## src/rtl/core/bps_pkg.sv

```systemverilog
// Package for the bucketed priority stack.
// Holds field widths, operation and error codes, and the controller/datapath interface types.
// No dependencies.
`timescale 1ns / 1ps

package bps_pkg;

  localparam int NUM_LEVELS_DEF = 16;
  localparam int POOL_DEPTH_DEF = 256;
  localparam int VALUE_WIDTH    = 32;

  localparam int OP_WIDTH    = 2;
  localparam int LEVEL_WIDTH = 8;
  localparam int HL_WIDTH    = 4;
  localparam int TOPL_WIDTH  = 4;
  localparam int COUNT_WIDTH = 9;
  localparam int ERR_WIDTH   = 2;

  localparam int IN_TDATA_WIDTH  = 48;
  localparam int OUT_TDATA_WIDTH = 48;

  localparam logic [HL_WIDTH-1:0] HIGHEST_LEVEL_RST = 4'd15;

  localparam logic [OP_WIDTH-1:0] OP_PUSH   = 2'd0;
  localparam logic [OP_WIDTH-1:0] OP_POP    = 2'd1;
  localparam logic [OP_WIDTH-1:0] OP_STATUS = 2'd2;

  localparam logic [ERR_WIDTH-1:0] ERR_NONE      = 2'd0;
  localparam logic [ERR_WIDTH-1:0] ERR_POP_EMPTY = 2'd1;
  localparam logic [ERR_WIDTH-1:0] ERR_PUSH_FULL = 2'd2;

  typedef enum logic [3:0] {
    CMD_NONE,
    CMD_ACCEPT,
    CMD_PUSH_RD,
    CMD_PUSH_WR,
    CMD_POP_RD_HEAD,
    CMD_POP_RD_LINK,
    CMD_POP_WR,
    CMD_TOP_RD_HEAD,
    CMD_TOP_RD_VAL,
    CMD_RESULT
  } cmd_e;

  typedef struct packed {
    cmd_e step;
  } bps_cmd_t;

  typedef struct packed {
    logic in_valid;
    logic push_go;
    logic pop_go;
    logic any_nonempty;
    logic out_free;
  } bps_status_t;

endpackage

```

## src/rtl/core/bps_ctrl.sv

```systemverilog
// Controller of the bucketed priority stack: sequences memory reads and writes per word.
// Depends on bps_pkg.
`timescale 1ns / 1ps

module bps_ctrl (
  input  logic                 clk_i,
  input  logic                 rst_ni,
  input  bps_pkg::bps_status_t status_i,
  output bps_pkg::bps_cmd_t    cmd_o,
  output logic                 s_axis_tready
);

  typedef enum logic [3:0] {
    ST_IDLE,
    ST_PUSH_RD,
    ST_PUSH_WR,
    ST_POP_RD_HEAD,
    ST_POP_RD_LINK,
    ST_POP_WR,
    ST_SETTLE,
    ST_TOP_RD_HEAD,
    ST_TOP_RD_VAL,
    ST_RESULT
  } state_e;

  state_e state_q;

  always_ff @(posedge clk_i or negedge rst_ni) begin
    if (!rst_ni) begin
      state_q <= ST_IDLE;
    end else begin
      case (state_q)
        ST_IDLE: begin
          if (status_i.in_valid) begin
            if (status_i.push_go) begin
              state_q <= ST_PUSH_RD;
            end else if (status_i.pop_go) begin
              state_q <= ST_POP_RD_HEAD;
            end else begin
              state_q <= ST_SETTLE;
            end
          end
        end
        ST_PUSH_RD:     state_q <= ST_PUSH_WR;
        ST_PUSH_WR:     state_q <= ST_SETTLE;
        ST_POP_RD_HEAD: state_q <= ST_POP_RD_LINK;
        ST_POP_RD_LINK: state_q <= ST_POP_WR;
        ST_POP_WR:      state_q <= ST_SETTLE;
        ST_SETTLE: begin
          state_q <= status_i.any_nonempty ? ST_TOP_RD_HEAD : ST_RESULT;
        end
        ST_TOP_RD_HEAD: state_q <= ST_TOP_RD_VAL;
        ST_TOP_RD_VAL:  state_q <= ST_RESULT;
        ST_RESULT: begin
          if (status_i.out_free) begin
            state_q <= ST_IDLE;
          end
        end
        default: state_q <= ST_IDLE;
      endcase
    end
  end

  always_comb begin
    case (state_q)
      ST_IDLE:        cmd_o.step = bps_pkg::CMD_ACCEPT;
      ST_PUSH_RD:     cmd_o.step = bps_pkg::CMD_PUSH_RD;
      ST_PUSH_WR:     cmd_o.step = bps_pkg::CMD_PUSH_WR;
      ST_POP_RD_HEAD: cmd_o.step = bps_pkg::CMD_POP_RD_HEAD;
      ST_POP_RD_LINK: cmd_o.step = bps_pkg::CMD_POP_RD_LINK;
      ST_POP_WR:      cmd_o.step = bps_pkg::CMD_POP_WR;
      ST_TOP_RD_HEAD: cmd_o.step = bps_pkg::CMD_TOP_RD_HEAD;
      ST_TOP_RD_VAL:  cmd_o.step = bps_pkg::CMD_TOP_RD_VAL;
      ST_RESULT:      cmd_o.step = bps_pkg::CMD_RESULT;
      default:        cmd_o.step = bps_pkg::CMD_NONE;
    endcase
  end

  assign s_axis_tready = (state_q == ST_IDLE);

endmodule

```

## config.mk

```make
export PLATFORM = sky130hd
export DESIGN_NAME = bps_ctrl
export DESIGN_NICKNAME = d
export VERILOG_FILES = /design/src/rtl/core/bps_pkg.sv /design/src/rtl/core/bps_ctrl.sv
export SDC_FILE = /design/constraint.sdc
export NUM_CORES = 1
export LEC_CHECK = 0
export BUFFER_PORTS_ARGS = -buffer_cell sky130_fd_sc_hd__buf_2
export CELL_PAD_IN_SITES_DETAIL_PLACEMENT = 0
export CELL_PAD_IN_SITES_GLOBAL_PLACEMENT = 1
export CORE_AREA = 5 5 42 44
export CTS_CLUSTER_SIZE = 16
export DETAILED_ROUTE_END_ITERATION = 8
export DIE_AREA = 0 0 47 49
export HOLD_SLACK_MARGIN = 0.02
export PLACE_DENSITY_LB_ADDON = 0.1
export SLEW_MARGIN = 10
export SYNTH_ARGS = -nofsm -noshare
export SYNTH_HDL_FRONTEND = slang
export SYNTH_SLANG_ARGS = --single-unit
```

## constraint.sdc

```tcl
create_clock -name clk_i -period 4.9 [get_ports clk_i]
set_input_delay 0.245 -clock clk_i [delete_from_list [all_inputs] [get_ports clk_i]]
set_output_delay 0.245 -clock clk_i [all_outputs]
set_load 0.02 [all_outputs]
```

* Word-level counts from Yosys, hierarchy flattened
Memories as Yosys holds them, arrays and structs flattened.
Cells that the tools add are included.
** Operators by class
- Equality and inequality tests :: 11
- Reduce and logical (&&, ||, !) cells :: 3
- Mux-type cells :: 6
** Operator list (count)
- 4-bit one-hot mux with 9 select lines :: 1
- 4-bit by 3-bit equality test with 1-bit output (second input constant) :: 4
- 4-bit 2-to-1 mux :: 3
- 4-bit by 2-bit equality test with 1-bit output (second input constant) :: 2
- 4-bit equality test (second input constant) :: 2
- 3-bit 2-to-1 mux :: 2
- 4-bit by 1-bit equality test with 1-bit output (second input constant) :: 1
- 4-bit zero test :: 1
- 2-bit inequality test (second input constant) :: 2
- 2-bit AND reduction :: 1
- 2-bit OR reduction :: 1
** Storage, ports and cells
- Logic and storage cells :: 22
- Bits in registers :: 4
- Memories kept :: 1
- ROM bits :: 64
** Memory list
- (no name shown) :: depth 16, width 4, rd ports 1, clocked after Yosys merged registers in 0, wr ports 0, line bps_ctrl.sv:65 : case (state_q)

* Longest topological paths before layout
Gate-level depths: netlist (run 1).
- Word-level depth :: 4
- Depth in mapped cells :: 5

* Worst setup path before layout (run 1)
OpenSTA, ideal clock, no wires.
- Kind :: flip-flop to flip-flop
- From :: register state_q[0]
- To :: register state_q[0]
- Library setup time :: 0.079 ns
- Cell stages (with the launch flop) :: 6
- Arrival time :: 1.469 ns
- Slack :: 3.351 ns
- Buffers on the path :: 0
- Cells stage by stage :: dfrtp_1 -> inv_1 -> ha_1 -> or3b_1 -> a21oi_2 -> mux2i_1
** Between the ends
- Longest elaborated chain between the ends :: 3
- Elaborated cells between the ends (all ways) :: 15
- Classes of those cells :: eq/ne (11); mux (1); reduce/logical (3)
** RTL lines
- start, declared :: line bps_ctrl.sv:26 : state_e state_q;
- start signal, assigned :: line bps_ctrl.sv:50 : state_q <= status_i.any_nonempty ? ST_TOP_RD_HEAD : ST_RESULT;
- 4-bit by 3-bit equality test with 1-bit output, or another cell as far along :: line bps_ctrl.sv:32 : case (state_q)
- 2-bit OR reduction (no source line) or 2-bit inequality test (tied branches)
- 4-bit one-hot mux with 9 select lines or 2-bit AND reduction (tied branches)
Several ways; a longest one is shown, not always the timed one.
A chain may end at the register's enable or synchronous reset.

==> results of run 1 <==
worst max-delay path by stage:
stage                     slack (ns)  cells after the start                     end
after detailed placement        3.19                      5  state_q[1]$_DFFE_PN0P_
after floorplan                 3.35                      5  state_q[0]$_DFFE_PN0P_
after global placement          3.15                      5  state_q[1]$_DFFE_PN0P_
after CTS                       3.09                      6                cmd_o[0]
final                           3.12                      6                cmd_o[0]
after global routing            2.99                      6                cmd_o[0]
area by class of cell:
cell class                 count  area, um^2
clock buffer                   3       22.52
inverter                       3       11.26
sequential                     4       100.1
tap                           16       20.02
fill                         158       920.9
timing repair buffer          12       65.06
multi-input combinational     37       261.5
kinds of logic after synthesis:
group,count (synthesis),synth area share [%]
simple gates,16,22.95
mux,4,10.49
flops,4,26.23
fa+ha+maj,4,13.12
compound gates,13,21.97
buf+inv,5,5.243
power groups by stage:
stage | Sequential (mW) | Combinational (mW) | Clock [mW]
floorplan | 0.0715 | 0.203 | 0
global placement | 0.100 | 0.251 | 0
detailed placement | 0.0975 | 0.243 | 0
CTS | 0.0966 | 0.247 | 0.0442
global route | 0.102 | 0.272 | 0.0458
finish | 0.0960 | 0.242 | 0.0433
stage by stage:
| step | std cells | utilization [%] | hold slack [ns] |
|---|---|---|---|
| 6_report | 75 | 34.29 | 0.3349 |
| 5_1_grt | 75 | 34.29 | 0.3451 |
| 4_1_cts | 75 | 34.29 | 0.3338 |
| 3_5_place_dp | 71 | 31.96 | 0.05516 |
| 3_3_place_gp | 71 | 31.96 | 0.05450 |
| 2_1_floorplan | 46 | - | -0.05059 |
placed cells by master, fill, tap and decap left out, drive strengths merged, types with 2 or more instances in the layout:
| cell type | instances |
|---|---|
| a21oi | 5 |
| buf | 11 |
| clkbuf | 3 |
| dfrtp | 4 |
| ha | 4 |
| inv | 3 |
| mux2i | 4 |
| nand2b | 2 |
| nor2 | 6 |
| nor3b | 2 |
| o21ai | 3 |
layer usage:
metal	GRT usage (%)	part of all wire (%)	wire length (um)
met5	0	0	0
met4	6.912	2.1	19
met1	11.95	48	437
met2	10.86	43	392
met3	2.583	7.3	67
timing repair:
item	4_1_cts	5_1_grt
resized for setup	0	0
hold buffers	1	0
endpoints found under the setup margin	0	0
endpoints found under the hold margin	4	0
==> run_results.csv, run 1 <==
group,metric,value,unit
yosys,yosysMostFrequentCell,"nor2_1",
global_route,grt_max_degree,17,
global_route,overflow,0,
yosys,synth.top_cell.area_share,26.23,%
route,num_vias,368,
timing,clock_skew,0.002296,ns
finish,post-route-cell-area,480.5,um^2
yosys,syn_avg_cell_area,8.296,um^2
critical_path,critPathBufInv,2,
finish,drive_gt1_share,25.42,%
global_route,grt_first_pass_wirelength,1.421,mm
clock_tree,root_buffer,"clkbuf_4",
floorplan,die_x,47,um
clock_tree,clkTransAtPathRegs,0.04,ns
yosys,ys.flop_type,"dfrtp_1",
clock_tree,clock_path_buffers,2,
yosys,async_reset_ff_share,100.0,%
power,vdd_ir_drop_max,311.6,uV
clock_tree,cts_made_buffers,3,
critical_path,worstReg2RegEnd,"state_q[1]$_DFFE_PN0P_",
global_route,first_global_vias,328,
clock_tree,htree_levels,1,
finish,top_regs,"state_q: 4 flops",
timing,max_clock_freq,561.0,MHz
critical_path,crit_path_start,"state_q[0]$_DFFE_PN0P_",
power,comb_power_share,63.5,%
critical_path,crit_fanout,6,
route,wl_per_cell,12.23,um
timing,slew_viol_final,0,
floorplan,rows,14,
finish,nets,72,
yosys,synth-seq-cells,4,
yosys,synth_area,381.6,um^2
timing,setup_violations,0,
critical_path,endpoint_kind,"primary output",
floorplan,chipHeight,49,um
critical_path,slowest_stage,"dfrtp_1",
power,p_int,0.1862,mW
critical_path,path_cells,"inv_1 > ha_1 > nor2_1 > nand2_1 > o21ai_0 > buf_2",
place,gp_congestion,0.7060,
route,drt_iter0_drc,0,
global_route,antenna_found_initial,0,
clock_tree,clkLatencyLatePin,0.24,ns
floorplan,top_level_ports,12,
run,maxCapViolations,0,
power,p_switching,0.1955,mW
floorplan,die_area,2303,um^2
yosys,yosys-top-cells-count,"6 x nor2_1, 4 x a21oi_1, 4 x dfrtp_1, 4 x ha_1, 4 x mux2i_1",
timing,finalCritPeriodShare,36.38,%
worst_hold_path,hp-class,"in -> async",
route,wl,917,um
power,power_density,794.6,nW/um^2
place,place_area,447.9,um^2
timing,fin_setup_tns,0,ns
yosys,yosysWarnings,0,
critical_path,r2r-start,"state_q[0]$_DFFE_PN0P_",
clock_tree,cts_tree,"yes",
finish,syn_to_final_growth,25.90,%
clock_tree,cts_setup_buffers,0,
critical_path,critical_path_class,"reg -> out",
yosys,syn_nets,57,
outcome,status,"completed",
critical_path,cp.arrival,1.54,ns
critical_path,crit_required,4.66,ns
timing,slew_headroom,68.07,%
timing,tightest_slew,0.4789,ns
clock_tree,clkSinkCount,4,
critical_path,reg2regPathDepth,5,
yosys,synth_top_cell_by_area,"dfrtp_1",
route,first_pass_iters,1,
timing,rsz0062_at_grt,"no",
power,power,0.3818,mW
global_route,grt_usage,8.751,%
power,seqPwrFrac,25.1,%
timing,hold_viol,0,
yosys,ys_seq_area_share,26.23,%
yosys,synth_cells,46,
finish,num_antenna_cells,0,
power,p_leak,0.2306,nW
critical_path,critPathMaxStageDelay,0.43,ns
timing,worst_slack,3.117,ns
floorplan,core,1401,um^2
timing,period_minus_slack,1.783,ns
power,clkPwrFrac,11.3,%
place,numPortBuffers,11,
finish,largest_reg_flops,4,
finish,largest_register,"state_q",
route,ant_nets,0,
place,post-place-ws,3.187,ns
yosys,synth_area_leaders,"dfrtp_1 26%, ha_1 13%, mux2i_1 10%",
yosys,synth_edf_count,0,
critical_path,reg2reg_setup_slack,3.18,ns
critical_path,cp_top_family,"flip-flops",
place,dp_hpwl,684.4,um
power,switching_share,51.22,%
route,remaining_drc_errors,0,
yosys,synth_cell_types,23,
critical_path,start_kind,"flop",
route,drt-vias-per-instance,4.907,
floorplan,start_util,27.23,%
Power figures use the tool's default switching activity.
==> inputs of run 2 (changes only) <==
==> constraint.sdc (replaced) <==
create_clock -name clk_i -period 1.6 [get_ports clk_i]
set_input_delay 0.08 -clock clk_i [delete_from_list [all_inputs] [get_ports clk_i]]
set_output_delay 0.08 -clock clk_i [all_outputs]
set_load 0.02 [all_outputs]
==> run 2 against run 1 <==
  * First-iteration DRC count rose by 4
  * Combinational power grew to 3.8 times the previous value
  * Setup slack got worse by 3.0 ns
  * Sequential share of layout area decreased by 1.7 points
  * Die area unchanged
  * Critical path type is now reg -> reg
  * Highest routed layer is now met3
==> run_results.csv, run 2 (synthesis results as in run 1) <==
group,metric,value,unit
global_route,antenna_found_initial,0,
run,maxCapViolations,0,
critical_path,cp_top_family,"simple AND/OR/NAND/NOR gates",
finish,multiInputGateArea,274.0,um^2
power,switching_share,48.94,%
timing,slew_headroom,62.47,%
finish,num_antenna_cells,0,
power,power_density,2441,nW/um^2
timing,whs,0.1803,ns
critical_path,endpoint_kind,"flop",
clock_tree,clkTransAtPathRegs,0.04,ns
critical_path,reg2regPathDepth,5,
finish,final_cell_mix,"11 x buf_2, 6 x nor2_1",
clock_tree,htree_levels,1,
clock_tree,cts_setup_buffers,0,
critical_path,crit_required,1.74,ns
critical_path,reg2reg_setup_slack,0.09,ns
timing,max_clock_freq,664.4,MHz
floorplan,chipHeight,49,um
finish,nets,76,
timing,fin_setup_tns,0,ns
clock_tree,root_buffer,"clkbuf_4",
timing,hold_viol,0,
place,numPortBuffers,11,
timing,slew_viol_final,0,
outcome,status,"completed",
place,dp_cells,75,
critical_path,cp.arrival,1.65,ns
route,ant_nets,0,
route,drt_iter0_drc,4,
global_route,grt_usage,9.809,%
floorplan,die_x,47,um
finish,top_regs,"state_q: 4 flops",
critical_path,start_kind,"flop",
finish,post-route-cell-area,523.0,um^2
route,remaining_drc_errors,0,
power,power,1.277,mW
route,first_pass_iters,3,
global_route,grt_max_degree,17,
power,p_leak,0.2497,nW
floorplan,rows,14,
clock_tree,clkLatencyLatePin,0.23,ns
route,drt-vias-per-instance,4.797,
critical_path,slowest_stage,"or3b_4",
power,seqPwrFrac,19.1,%
critical_path,critical_path_class,"reg -> reg",
critical_path,worstReg2RegEnd,"state_q[1]$_DFFE_PN0P_",
power,comb_power_share,71.5,%
clock_tree,cts_made_buffers,3,
worst_hold_path,hp-class,"in -> async",
timing,rsz0062_at_grt,"no",
critical_path,path_cells,"inv_2 > ha_1 > or3b_4 > a21oi_4 > mux2i_1",
timing,period_minus_slack,1.505,ns
critical_path,critPathMaxStageDelay,0.39,ns
finish,fill_cells,156,
finish,drive_gt1_share,36.51,%
finish,largest_reg_flops,4,
power,clkPwrFrac,9.5,%
power,p_int,0.6518,mW
critical_path,critPathBufInv,1,
power,vdd_ir_drop_max,744.0,uV
finish,syn_to_final_growth,37.05,%
place,place_area,478.0,um^2
global_route,overflow,0,
finish,largest_register,"state_q",
place,dp_hpwl,743,um
timing,setup_violations,0,
floorplan,top_level_ports,12,
finish,layout_commonest_cell,"buf_2",
floorplan,die_area,2303,um^2
place,post-place-ws,0.01194,ns
place,gp_congestion,0.6972,
timing,worst_slack,0.09490,ns
floorplan,start_util,27.23,%
clock_tree,clkSinkCount,4,
global_route,grt_first_pass_wirelength,1.642,mm
critical_path,r2r-start,"state_q[0]$_DFFE_PN0P_",
timing,tightest_slew,0.5630,ns
global_route,first_global_vias,371,
timing,finalCritPeriodShare,94.07,%
finish,final_cells,79,
route,wl_per_cell,12.20,um
clock_tree,clock_path_buffers,2,
finish,utilization,37.32,%
critical_path,crit_fanout,3,
finish,regArea,100.1,um^2
clock_tree,cts_tree,"yes",
timing,clock_skew,0.004373,ns
route,wl,964,um
floorplan,core,1401,um^2
power,p_switching,0.6247,mW
route,num_vias,379,
## run 2: power by group through the flow
stage	Combinational [mW]	Clock (mW)	Sequential (mW)
floorplan	0.622	0	0.219
global placement	0.912	0	0.233
detailed placement	0.898	0	0.233
CTS	0.905	0.128	0.232
global route	1.02	0.136	0.254
finish	0.912	0.121	0.243
## run 2: how the worst max path moves through the flow
stage                           start                     end  depth (start not counted)
5_1_grt        state_q[0]$_DFFE_PN0P_  state_q[1]$_DFFE_PN0P_                          5
4_1_cts        state_q[0]$_DFFE_PN0P_  state_q[1]$_DFFE_PN0P_                          5
3_3_place_gp   state_q[0]$_DFFE_PN0P_  state_q[0]$_DFFE_PN0P_                          5
2_1_floorplan  state_q[0]$_DFFE_PN0P_  state_q[0]$_DFFE_PN0P_                          5
3_5_place_dp   state_q[0]$_DFFE_PN0P_  state_q[1]$_DFFE_PN0P_                          5
6_report       state_q[0]$_DFFE_PN0P_  state_q[1]$_DFFE_PN0P_                          5
## run 2: area by class of cell
cell class,count,area share [%]
timing repair buffer,16,18.18
sequential,4,19.14
tap,16,3.828
inverter,3,2.153
multi-input combinational,37,52.39
clock buffer,3,4.306
## run 2: repair_timing
action                                 4_1_cts  5_1_grt
endpoints found under the hold margin        4        0
setup endpoints to repair                    0        3
gates resized for setup                      0        6
hold buffers                                 1        0
## run 2: layer usage
| metal | vias to the layer above | part of all wire (%) | GRT usage (%) |
|---|---|---|---|
| met1 | 166 | 46 | 13.94 |
| met2 | 12 | 45 | 12.44 |
| li1 | 201 | - | - |
| met5 | - | 0 | 0 |
| met4 | 0 | 0 | 2.765 |
| met3 | 0 | 8.9 | 5.535 |
